**src/mbce_pkg.sv**
```systemverilog
package mbce_pkg;

	localparam int LANES      = 8;
	localparam int LANE_IDX_W = 3;
	localparam int BYTE_W     = 8;
	localparam int COORD_W    = 9;
	localparam int ROW_W      = 10;
	localparam int ADDR_W     = 15;
	localparam int COLOR_W    = 16;
	localparam int CFG_IDX_W  = 3;
	localparam int CFG_DATA_W = 16;
	localparam int PAGE_W     = 5;
	localparam int TDATA_W    = 32;

	typedef enum logic [CFG_IDX_W-1:0] {
		CFG_ORIGIN_X    = 3'd0,
		CFG_ORIGIN_Y    = 3'd1,
		CFG_RECT_WIDTH  = 3'd2,
		CFG_RECT_HEIGHT = 3'd3,
		CFG_FORE_COLOR  = 3'd4,
		CFG_BACK_COLOR  = 3'd5
	} cfg_idx_t;

	typedef struct packed {
		logic               valid;
		logic [ADDR_W-1:0]  addr;
		logic [COLOR_W-1:0] color;
	} lane_res_t;

	function automatic logic [COLOR_W-1:0] swap_bytes(input logic [COLOR_W-1:0] c);
		return {c[7:0], c[15:8]};
	endfunction

endpackage

```
**src/mbce_lane.sv**
```systemverilog
module mbce_lane #(
	parameter int SCREEN_WIDTH = 128,
	parameter int LANE_IDX     = 0
) (
	input  logic [mbce_pkg::COORD_W-1:0] row0,
	input  logic [mbce_pkg::COORD_W-1:0] row_end,
	input  logic [mbce_pkg::COORD_W-1:0] col,
	input  logic                         col_ok,
	input  logic                         pix_bit,
	input  logic [mbce_pkg::COLOR_W-1:0] fg,
	input  logic [mbce_pkg::COLOR_W-1:0] bg,
	output mbce_pkg::lane_res_t          res
);

	localparam logic [7:0] SW8 = 8'(SCREEN_WIDTH);

	logic [mbce_pkg::ROW_W-1:0]   row;
	logic [mbce_pkg::ROW_W+7:0]   prod;
	logic [mbce_pkg::ROW_W+8:0]   sum;

	assign row  = mbce_pkg::ROW_W'(row0) + mbce_pkg::ROW_W'(LANE_IDX);
	assign prod = (mbce_pkg::ROW_W+8)'(row) * (mbce_pkg::ROW_W+8)'(SW8);
	assign sum  = (mbce_pkg::ROW_W+9)'(prod) + (mbce_pkg::ROW_W+9)'(col);

	assign res.valid = col_ok && (row < {1'b0, row_end});
	assign res.addr  = sum[mbce_pkg::ADDR_W-1:0];
	assign res.color = pix_bit ? fg : bg;

endmodule

```
**src/mbce_merge.sv**
```systemverilog
module mbce_merge (
	input  logic                                       clk,
	input  logic                                       arst_n,
	input  logic                                       load,
	input  mbce_pkg::lane_res_t [mbce_pkg::LANES-1:0]  lanes,
	output logic                                       free,
	output logic                                       m_tvalid,
	input  logic                                       m_tready,
	output logic [mbce_pkg::TDATA_W-1:0]               m_tdata,
	output logic                                       m_tlast
);

	logic [mbce_pkg::LANES-1:0]   mask_s2;
	logic [mbce_pkg::ADDR_W-1:0]  addr_s2  [mbce_pkg::LANES];
	logic [mbce_pkg::COLOR_W-1:0] color_s2 [mbce_pkg::LANES];
	logic [mbce_pkg::LANES-1:0]   remain;
	logic [mbce_pkg::LANE_IDX_W-1:0] sel;
	logic [mbce_pkg::LANES-1:0]   new_mask;

	// lowest pending lane goes first, i.e. top row first
	always_comb begin
		sel = '0;
		for (int b = mbce_pkg::LANES - 1; b >= 0; b--) begin
			if (mask_s2[b]) sel = mbce_pkg::LANE_IDX_W'(b);
		end
	end

	assign remain   = mask_s2 & (mask_s2 - mbce_pkg::LANES'(1));
	assign m_tvalid = |mask_s2;
	assign m_tlast  = (remain == '0);
	assign free     = !m_tvalid || (m_tready && m_tlast);
	assign m_tdata  = {1'b0, color_s2[sel], addr_s2[sel]};

	always_comb begin
		for (int b = 0; b < mbce_pkg::LANES; b++) begin
			new_mask[b] = lanes[b].valid;
		end
	end

	always_ff @(posedge clk or negedge arst_n) begin
		if (!arst_n) begin
			mask_s2 <= '0;
		end else if (free) begin
			mask_s2 <= load ? new_mask : '0;
		end else if (m_tready) begin
			mask_s2 <= remain;
		end
	end

	always_ff @(posedge clk) begin
		if (free && load) begin
			for (int b = 0; b < mbce_pkg::LANES; b++) begin
				addr_s2[b]  <= lanes[b].addr;
				color_s2[b] <= lanes[b].color;
			end
		end
	end

endmodule

```
**src/mono_bitmap_color_expand.sv**
```systemverilog
// Monochrome bitmap color expander. Each input item is one bitmap byte holding
// eight vertical pixels of one column (bit 0 on top); bytes arrive page by page,
// all columns of a page before the next. Every pixel that lies inside both the
// destination rectangle and the screen becomes one output item: tdata carries the
// linear framebuffer address (row * SCREEN_WIDTH + column, low 15 bits) and the
// byte-swapped foreground or background color, and tlast marks the final write of
// the byte. Clipped pixels give nothing; a fully clipped byte gives no item but
// still advances the column/page counters. Eight lanes evaluate the bits of a byte
// in parallel and a merge stage sends their writes one per cycle while m_tready
// is high. The next byte is taken while the current one drains, so the output
// stays busy back to back. A write to any listed config register clears the
// counters; write config only while the block is idle.
module mono_bitmap_color_expand #(
	parameter int SCREEN_WIDTH  = 128,
	parameter int SCREEN_HEIGHT = 160
) (
	input  logic                              clk,
	input  logic                              arst_n,
	// config write port
	input  logic                              cfg_we,
	input  logic [mbce_pkg::CFG_IDX_W-1:0]    cfg_index,
	input  logic [mbce_pkg::CFG_DATA_W-1:0]   cfg_data,
	// input stream
	input  logic                              s_tvalid,
	output logic                              s_tready,
	input  logic [mbce_pkg::BYTE_W-1:0]       s_tdata,   // [7:0] bitmap_byte
	// output stream
	output logic                              m_tvalid,
	input  logic                              m_tready,
	output logic [mbce_pkg::TDATA_W-1:0]      m_tdata,   // [14:0] pixel_addr,
	                                                     // [30:15] pixel_color, [31] zero
	output logic                              m_tlast    // last_of_byte
);

	localparam logic [mbce_pkg::COORD_W-1:0] SW9 = mbce_pkg::COORD_W'(SCREEN_WIDTH);
	localparam logic [mbce_pkg::COORD_W-1:0] SH9 = mbce_pkg::COORD_W'(SCREEN_HEIGHT);

	// configuration registers
	logic [7:0]                    origin_x_q, origin_y_q, rect_width_q, rect_height_q;
	logic [mbce_pkg::COLOR_W-1:0]  fore_color_q, back_color_q;

	// position of the next byte inside the bitmap
	logic [7:0]                    column_q;
	logic [mbce_pkg::PAGE_W-1:0]   page_q;

	// stage 1: accepted byte with its screen position
	logic                          valid_s1;
	logic [7:0]                    bits_s1;
	logic [mbce_pkg::COORD_W-1:0]  col_s1;
	logic [mbce_pkg::COORD_W-1:0]  row0_s1;
	logic                          col_ok_s1;

	logic                          accept;
	logic                          merge_free;
	logic                          cfg_hit;
	logic [mbce_pkg::COORD_W-1:0]  col, col_lim, col_end, row_lim, row_end, row0;
	logic [8:0]                    col_next;
	logic [mbce_pkg::COLOR_W-1:0]  fg, bg;

	mbce_pkg::lane_res_t [mbce_pkg::LANES-1:0] lanes;

	assign s_tready = !valid_s1 || merge_free;
	assign accept   = s_tvalid && s_tready;

	// clip limits: full-width sums, never wrapped
	assign col     = {1'b0, origin_x_q} + {1'b0, column_q};
	assign col_lim = {1'b0, origin_x_q} + {1'b0, rect_width_q};
	assign col_end = (col_lim < SW9) ? col_lim : SW9;
	assign row_lim = {1'b0, origin_y_q} + {1'b0, rect_height_q};
	assign row_end = (row_lim < SH9) ? row_lim : SH9;
	assign row0    = {1'b0, origin_y_q} + {1'b0, page_q, 3'b000};

	assign col_next = {1'b0, column_q} + 9'd1;

	assign fg = mbce_pkg::swap_bytes(fore_color_q);
	assign bg = mbce_pkg::swap_bytes(back_color_q);

	always_comb begin
		case (cfg_index)
			mbce_pkg::CFG_ORIGIN_X,
			mbce_pkg::CFG_ORIGIN_Y,
			mbce_pkg::CFG_RECT_WIDTH,
			mbce_pkg::CFG_RECT_HEIGHT,
			mbce_pkg::CFG_FORE_COLOR,
			mbce_pkg::CFG_BACK_COLOR: cfg_hit = cfg_we;
			default:                  cfg_hit = 1'b0;
		endcase
	end

	always_ff @(posedge clk or negedge arst_n) begin
		if (!arst_n) begin
			origin_x_q    <= '0;
			origin_y_q    <= '0;
			rect_width_q  <= '0;
			rect_height_q <= '0;
			fore_color_q  <= '0;
			back_color_q  <= '0;
		end else if (cfg_we) begin
			case (cfg_index)
				mbce_pkg::CFG_ORIGIN_X:    origin_x_q    <= cfg_data[7:0];
				mbce_pkg::CFG_ORIGIN_Y:    origin_y_q    <= cfg_data[7:0];
				mbce_pkg::CFG_RECT_WIDTH:  rect_width_q  <= cfg_data[7:0];
				mbce_pkg::CFG_RECT_HEIGHT: rect_height_q <= cfg_data[7:0];
				mbce_pkg::CFG_FORE_COLOR:  fore_color_q  <= cfg_data;
				mbce_pkg::CFG_BACK_COLOR:  back_color_q  <= cfg_data;
				default: ;
			endcase
		end
	end

	// advance column per byte, wrap to the next page at the bitmap width
	always_ff @(posedge clk or negedge arst_n) begin
		if (!arst_n) begin
			column_q <= '0;
			page_q   <= '0;
		end else if (cfg_hit) begin
			column_q <= '0;
			page_q   <= '0;
		end else if (accept) begin
			if (col_next >= {1'b0, rect_width_q}) begin
				column_q <= '0;
				page_q   <= page_q + mbce_pkg::PAGE_W'(1);
			end else begin
				column_q <= col_next[7:0];
			end
		end
	end

	always_ff @(posedge clk or negedge arst_n) begin
		if (!arst_n) begin
			valid_s1 <= 1'b0;
		end else if (s_tready) begin
			valid_s1 <= s_tvalid;
		end
	end

	always_ff @(posedge clk) begin
		if (accept) begin
			bits_s1   <= s_tdata;
			col_s1    <= col;
			row0_s1   <= row0;
			col_ok_s1 <= (col < col_end);
		end
	end

	// one lane per bit of the byte
	for (genvar b = 0; b < mbce_pkg::LANES; b++) begin : g_lane
		mbce_lane #(
			.SCREEN_WIDTH (SCREEN_WIDTH),
			.LANE_IDX     (b)
		) u_lane (
			.row0    (row0_s1),
			.row_end (row_end),
			.col     (col_s1),
			.col_ok  (col_ok_s1),
			.pix_bit (bits_s1[b]),
			.fg      (fg),
			.bg      (bg),
			.res     (lanes[b])
		);
	end

	mbce_merge u_merge (
		.clk      (clk),
		.arst_n   (arst_n),
		.load     (valid_s1),
		.lanes    (lanes),
		.free     (merge_free),
		.m_tvalid (m_tvalid),
		.m_tready (m_tready),
		.m_tdata  (m_tdata),
		.m_tlast  (m_tlast)
	);

endmodule
```
**config.mk**
```make
export PLATFORM = sky130hd
export DESIGN_NAME = mono_bitmap_color_expand
export DESIGN_NICKNAME = d
export VERILOG_FILES = /design/src/mbce_pkg.sv /design/src/mbce_lane.sv /design/src/mbce_merge.sv /design/src/mono_bitmap_color_expand.sv
export SDC_FILE = /design/constraint.sdc
export NUM_CORES = 1
export LEC_CHECK = 0
export BUFFER_PORTS_ARGS = -buffer_cell sky130_fd_sc_hd__buf_4
export CAP_MARGIN = 20
export CORE_UTILIZATION = 55
export CTS_CLUSTER_DIAMETER = 200
export DETAILED_ROUTE_END_ITERATION = 7
export PLACE_DENSITY_LB_ADDON = 0.05
export SYNTH_ARGS = -nofsm -noshare
export SYNTH_HDL_FRONTEND = slang
export SYNTH_SLANG_ARGS = --single-unit
```
**constraint.sdc**
```tcl
create_clock -name clk -period 20.4 [get_ports clk]
set_clock_uncertainty 0.2 [all_clocks]
set_input_delay 2.04 -clock clk [delete_from_list [all_inputs] [get_ports clk]]
set_output_delay 2.04 -clock clk [all_outputs]
set_load 0.01 [all_outputs]
```
==> results of run 1 <==
[flip-flops by register name, indices dropped and copies added, names as in the netlist]
signal and flops:
u_merge.color_s2 128, u_merge.addr_s2 61, back_color_q 16, fore_color_q 16, col_s1 9, row0_s1 9
bits_s1 8, column_q 8, origin_x_q 8, origin_y_q 8, rect_height_q 8, rect_width_q 8
u_merge.mask_s2 8, page_q 5, col_ok_s1 1, valid_s1 1
[metrics by stage]
stage	utilization, %	total power [mW]	cell area [um2]	instances
2_1_floorplan	-	2.52	18000	1533
4_1_cts	63.2	3.72	20200	2029
6_report	63.2	3.71	20200	2030
3_3_place_gp	59.3	2.98	18900	1965
3_5_place_dp	59.3	3.02	18900	1965
5_1_grt	63.2	3.95	20200	2030
[critical path: cells and delay by family (launching register included)]
| kind | cells | cell delay [ns] |
|---|---|---|
| buffers and inverters | 3 | 1.22 |
| AND/OR/NAND/NOR | 3 | 0.84 |
| AO/OA/AOI/OAI | 3 | 0.51 |
| flip-flops | 1 | 0.44 |
[cell families after synthesis]
logic type,Yosys count
buffers and inverters,151
adders and majority gates,130
and+or+nand+nor,281
DFF,302
other,2
AOI/OAI and AO/OA,366
muxes,187
xor gates and xnor gates,108
[metal layers]
metal | track usage [%] | up-vias
met2 | 44.1 | 331
met1 | 37.2 | 5961
met4 | 5.77 | 0
li1 | - | 5827
met3 | 5.22 | 51
met5 | 0 | -
[placed cells by master (no fill, tap or decap), types with 10 or more instances in the layout]
master / count
sky130_fd_sc_hd__nor2b_1: 10
sky130_fd_sc_hd__dfrtp_1: 86
sky130_fd_sc_hd__o21ai_0: 34
sky130_fd_sc_hd__a21o_1: 32
sky130_fd_sc_hd__nand2_1: 65
sky130_fd_sc_hd__clkbuf_16: 37
sky130_fd_sc_hd__nand4_1: 14
sky130_fd_sc_hd__nor3_1: 16
sky130_fd_sc_hd__edfxtp_1: 216
sky130_fd_sc_hd__o21a_1: 97
sky130_fd_sc_hd__a21oi_1: 50
sky130_fd_sc_hd__inv_1: 67
sky130_fd_sc_hd__mux2_2: 186
sky130_fd_sc_hd__a211oi_1: 89
sky130_fd_sc_hd__nor4_1: 29
sky130_fd_sc_hd__nor2_1: 62
sky130_fd_sc_hd__xor2_1: 41
sky130_fd_sc_hd__xnor2_1: 67
sky130_fd_sc_hd__nand2b_1: 11
sky130_fd_sc_hd__clkbuf_1: 10
sky130_fd_sc_hd__buf_4: 80
sky130_fd_sc_hd__ha_1: 121
sky130_fd_sc_hd__nand3_1: 31
[path summary, 6_finish.rpt]
check / from / to / cells after the start
max in group asynchronous: arst_n / fore_color_q[0]$_DFFE_PN0P_ / 2
min in group asynchronous: arst_n / back_color_q[11]$_DFFE_PN0P_ / 1
max: u_merge.mask_s2[7]$_DFFE_PN0P_ / m_tdata[24] / 9
min: col_s1[0]$_DFFE_PP_ / u_merge.addr_s2[0][0]$_DFFE_PP_ / 0
min reg2reg: col_s1[0]$_DFFE_PP_ / u_merge.addr_s2[0][0]$_DFFE_PP_ / 0
max reg2reg: origin_y_q[4]$_DFFE_PN0P_ / u_merge.mask_s2[6]$_DFFE_PN0P_ / 13
[power groups by stage]
stage	clock [mW]	sequential [mW]	combinational, mW
detailed placement	0	1.27	1.75
finish	0.682	1.26	1.76
global placement	0	1.26	1.72
floorplan	0	1.24	1.27
CTS	0.694	1.26	1.76
global route	0.717	1.29	1.95
[area by class of cell]
class                      instances  area, um2  area share [%]
clock buffer                      50       1000            4.98
clock inverter                    14        262            1.30
inverter                          67        251            1.25
multi-input combinational       1080       8830            43.8
sequential                       302       8640            42.8
tap                              435        544            2.70
timing repair buffer              82        626            3.10
==> impl_metrics.ini, run 1 <==
[outcome]
run_status = finished clean

[placement]
gpl.final_weighted_congestion = 0.925
io_buffer_count = 65
dp_hpwl_um = 29000
post_place_setup_slack_ns = 14.74

[yosys]
yosysTopAreaCellShare_pct = 36.1
yosys.cell_count.top_type = sky130_fd_sc_hd__edfxtp_1
synth_cell_type_count = 68
netlist_top_cells_count = 216 x sky130_fd_sc_hd__edfxtp_1, 186 x sky130_fd_sc_hd__mux2_2, 121 x sky130_fd_sc_hd__ha_1
synth_sequential_area_ratio_pct = 48.0
post_synth_and_or_nand_nor_area_fraction_pct = 7.89
netlist_instances = 1527
synth_top_family_by_area = compound AO/OA/AOI/OAI gates
synthesis.area_um2 = 18000
yosys.area.top_type = sky130_fd_sc_hd__edfxtp_1
synth-edff-count = 216
synth_area_per_cell_um2 = 11.8
ys_seq_elements = 302
synthMuxAreaShare_pct = 11.8
synth_flop_cell = sky130_fd_sc_hd__edfxtp_1
synthXorXnorAreaFrac_pct = 5.26
postSynth.asyncResetShare_pct = 28.5
number_of_warning_messages_in_the_yosys_log = 0
netlist_top_cells_area = sky130_fd_sc_hd__edfxtp_1 36%, sky130_fd_sc_hd__dfrtp_1 12%, sky130_fd_sc_hd__mux2_2 12%
compound_gate_portion_of_the_synthesized_area_pct = 14.4
yosys.area_share.adder_pct = 9.36

[routing]
routed_via_density = 6.00
route.vias.total = 12170
wire_per_inst_um = 21.7
top_layer = met4
post-route-drc-count = 0
route.met3.wl_um = 2880
post_drt_antenna_nets = 0
met1_length_um = 19900
wirelength_um = 44100
drt_pass1_iterations = 5
wl_met2_um = 20700
1st_iter_drt_viols = 734

[critical_path]
required_ns = 18.16
critical_path_peak_fanout = 90
path_common_cell = sky130_fd_sc_hd__buf_4
critical_path.startpoint_type = flop
critical-path-slowest-cell = sky130_fd_sc_hd__buf_4
timing.critical_path.cells = nor2b_1, o21bai_1, a211oi_4, buf_4, nor2_4, buf_4, a211oi_1, nor4_1, buf_4
arrival_time_of_data_at_the_critical_path_endpoint_ns = 3.59
critical_path_class = flop to output port
ff2ff_setup_slack_ns = 15.54
critical_path.endpoint_type = output port
critical-path-max-stage-delay_ns = 0.74

[timing]
report.final.slew_viol_count = 0
final.setup.worst_slack_ns = 14.57
final-hold-violation-count = 0
slew-limit-headroom_pct = 27.5
timing_worst_slew_pin_value_ns = 1.09
fin_tns_setup_ns = 0
fmaxAchievable_mhz = 171
finalCritPeriodShare_pct = 28.6
rsz0062_at_grt = false
final_period_minus_worst_setup_slack_ns = 5.83
timing.hold.ws_ns = 0.215
setup-violations-final = 0

[power_and_ir_drop]
reported_net_switching_power_mw = 1.49
internal_power_mw = 2.22
p_sw_share_pct = 40.1
power_per_cell_area_nw_per_um2 = 184
relative_contribution_of_the_clock_network_to_total_power_pct = 18.4
p_comb_share_pct = 47.6
peakVddDrop_uv = 210
static-leakage-power_nw = 7.86
p_seq_share_pct = 34.0

[clock_tree]
clk-insertion-delay-late_ns = 0.51
cts.repair_timing.setup_buffer_count = 0
cts_repair_resize_count = 0
clock_tree_from_tritoncts = done
tritoncts.num_buffers = 35
cts.root.buffer_cell = sky130_fd_sc_hd__clkbuf_16
clock_tree.htree_level_count = 2
worst_setup_hold_path_clk_slew_ns = 0.06
cts_buffer_depth = 3
cts_hold_buffers = 0
clock_sinks = 302

[worst_hold_path]
min_path_type = flop to flop

[grt]
grt_max_degree = 190
via_count_of_the_first_global_routing_pass = 11984
grt_first_pass_wirelength_um = 68800
grt_overflow = 0
grt_antenna_before_repair = 0
globalRouteTotalUtil_pct = 26.9

[floorplan]
core_area_um2 = 31900
io-pin-count = 67
die_width_um = 183
chip_height_um = 183
fp.dieArea_um2 = 33400
num_rows = 65
initial_utilization_pct = 56.4

[job]
max_cap_violations = 0

[layout]
n_antenna_cell = 0
fillers = 2572
ratio_of_cells_with_drive_above_1_in_the_final_layout_pct = 21.3
synthToLayoutAreaGrowth_pct = 12.1
finish.net_count = 1729
Note: power is estimated with default switching activity, not from simulation.
==> run 2: changes to the inputs <==
Clock period 20.4 ns to 5.3 ns, I/O delays scaled along.
==> impl_metrics.ini, run 2 (synthesis gave the netlist of run 1 again) <==
[placement]
gpl.final_weighted_congestion = 0.918
io_buffer_count = 65
post_place_setup_slack_ns = 0.857
dp_hpwl_um = 30800
dpl_cell_area_um2 = 19000

[timing]
timing.hold.ws_ns = 0.0626
report.final.slew_viol_count = 0
slew-limit-headroom_pct = 24.5
final-hold-violation-count = 0
timing_worst_slew_pin_value_ns = 1.13
final_period_minus_worst_setup_slack_ns = 4.50
fin_tns_setup_ns = 0
final.setup.worst_slack_ns = 0.804
finalCritPeriodShare_pct = 84.8
setup-violations-final = 0
fmaxAchievable_mhz = 222
rsz0062_at_grt = false

[routing]
post_drt_antenna_nets = 0
1st_iter_drt_viols = 849
routed_via_density = 6.06
drt_pass1_iterations = 5
route.vias.total = 12372
post-route-drc-count = 0
wire_per_inst_um = 22.3
wirelength_um = 45600

[layout]
n_antenna_cell = 0
ratio_of_cells_with_drive_above_1_in_the_final_layout_pct = 21.3
biggestRegsByFlops = u_merge.color_s2: 128 flops, u_merge.addr_s2: 61 flops
commonest_non_fill_non_tap_cell_in_the_layout = sky130_fd_sc_hd__edfxtp_1
synthToLayoutAreaGrowth_pct = 12.9
max_flop_register = u_merge.color_s2
layout_common_cells = 216 x sky130_fd_sc_hd__edfxtp_1, 186 x sky130_fd_sc_hd__mux2_2, 121 x sky130_fd_sc_hd__ha_1
stdcell_area_um2 = 20300
largest_register_ffs = 128
finish.net_count = 1743

[grt]
grt_antenna_before_repair = 0
globalRouteTotalUtil_pct = 27.5
grt_max_degree = 90
global_route.usage.met2_pct = 45.8
via_count_of_the_first_global_routing_pass = 12160
use_met1_pct = 37.6
grt_first_pass_wirelength_um = 70200
grt_overflow = 0
grt.busiest_layer = met2
grtUsageMet3_pct = 4.03

[critical_path]
critical_path.endpoint_type = flop
arrival_time_of_data_at_the_critical_path_endpoint_ns = 4.72
worstRegToRegCells = 14
critical_path_peak_fanout = 9
required_ns = 5.52
critical_path.startpoint_type = flop
critical_path_class = flop to flop

[worst_hold_path]
worst_hold_path.num_cells = 2
min_path_type = input pin to flop

[clock_tree]
clock_tree.htree_level_count = 2
clock_sinks = 302
worst_setup_hold_path_clk_slew_ns = 0.07
clk-insertion-delay-late_ns = 0.51
cts_buffer_depth = 3
cts.repair_timing.setup_buffer_count = 0
tritoncts.num_buffers = 34
clock_tree_from_tritoncts = done
cts.root.buffer_cell = sky130_fd_sc_hd__clkbuf_16

[job]
max_cap_violations = 0

[floorplan]
die_width_um = 183
num_rows = 65
fp.dieArea_um2 = 33400
initial_utilization_pct = 56.4
io-pin-count = 67
core_area_um2 = 31900
chip_height_um = 183

[power_and_ir_drop]
power_per_cell_area_nw_per_um2 = 707
static-leakage-power_nw = 7.91
finalPower_mw = 14.4
peakVddDrop_uv = 430

[outcome]
run_status = finished clean
run 2: layer usage:
metal  routed length [um]  share of wire, %
met5                    0                 0
met4                 1080               2.4
met3                 2320               5.1
met2                21900                48
met1                20200                44
run 2: worst paths after layout:
check / startpoint / to / slack, ns
max in group asynchronous: arst_n / u_merge.mask_s2[7]$_DFFE_PN0P_ / 3.44
max: origin_y_q[4]$_DFFE_PN0P_ / u_merge.mask_s2[6]$_DFFE_PN0P_ / 0.80
min reg2reg: col_s1[6]$_DFFE_PP_ / u_merge.addr_s2[0][6]$_DFFE_PP_ / 0.22
max reg2reg: origin_y_q[4]$_DFFE_PN0P_ / u_merge.mask_s2[6]$_DFFE_PN0P_ / 0.80
min: cfg_data[12] / fore_color_q[12]$_DFFE_PN0P_ / 0.06
min in group asynchronous: arst_n / column_q[2]$_DFFE_PN0P_ / 0.32
run 2: metrics by stage:
step / util (%) / std cells
2_1_floorplan: - / 1533
3_3_place_gp: 59.6 / 1971
3_5_place_dp: 59.6 / 1971
4_1_cts: 63.6 / 2042
5_1_grt: 63.7 / 2043
6_report: 63.7 / 2043
run 2: report_power, final:
part / switching, mW / internal (mW)
Sequential: 0.741 / 4.03
Clock: 0.951 / 1.54
Combinational: 4.15 / 2.94
run 2: timing repair:
| item | CTS | global route |
|---|---|---|
| hold buffers | 9 | 0 |
| gates resized for setup | 0 | 0 |
| endpoints found under the hold margin | 39 | 0 |
run 2: layout make-up:
class                   count  area (um2)
fillers                  2551       11600
multi-input cells        1080        8860
flip-flops and latches    302        8640
clock buffers              46         937
repair buffers             97         813
well taps                 435         544
inverters                  67         251
clock inverters            16         249
run 2: worst max-delay path, stage by stage (launching register included):
cell,delay (ns)
sky130_fd_sc_hd__dfrtp_1,0.40
sky130_fd_sc_hd__ha_1,0.37
sky130_fd_sc_hd__a21o_1,0.22
sky130_fd_sc_hd__a31o_2,0.24
sky130_fd_sc_hd__or3_1,0.35
sky130_fd_sc_hd__a22oi_1,0.33
sky130_fd_sc_hd__o21ai_0,0.25
sky130_fd_sc_hd__or3_1,0.65
sky130_fd_sc_hd__ha_1,0.29
sky130_fd_sc_hd__a211oi_1,0.18
sky130_fd_sc_hd__o21ai_0,0.13
sky130_fd_sc_hd__a221o_1,0.33
sky130_fd_sc_hd__nor4_1,0.19
sky130_fd_sc_hd__o2bb2ai_1,0.11
sky130_fd_sc_hd__a31oi_1,0.15
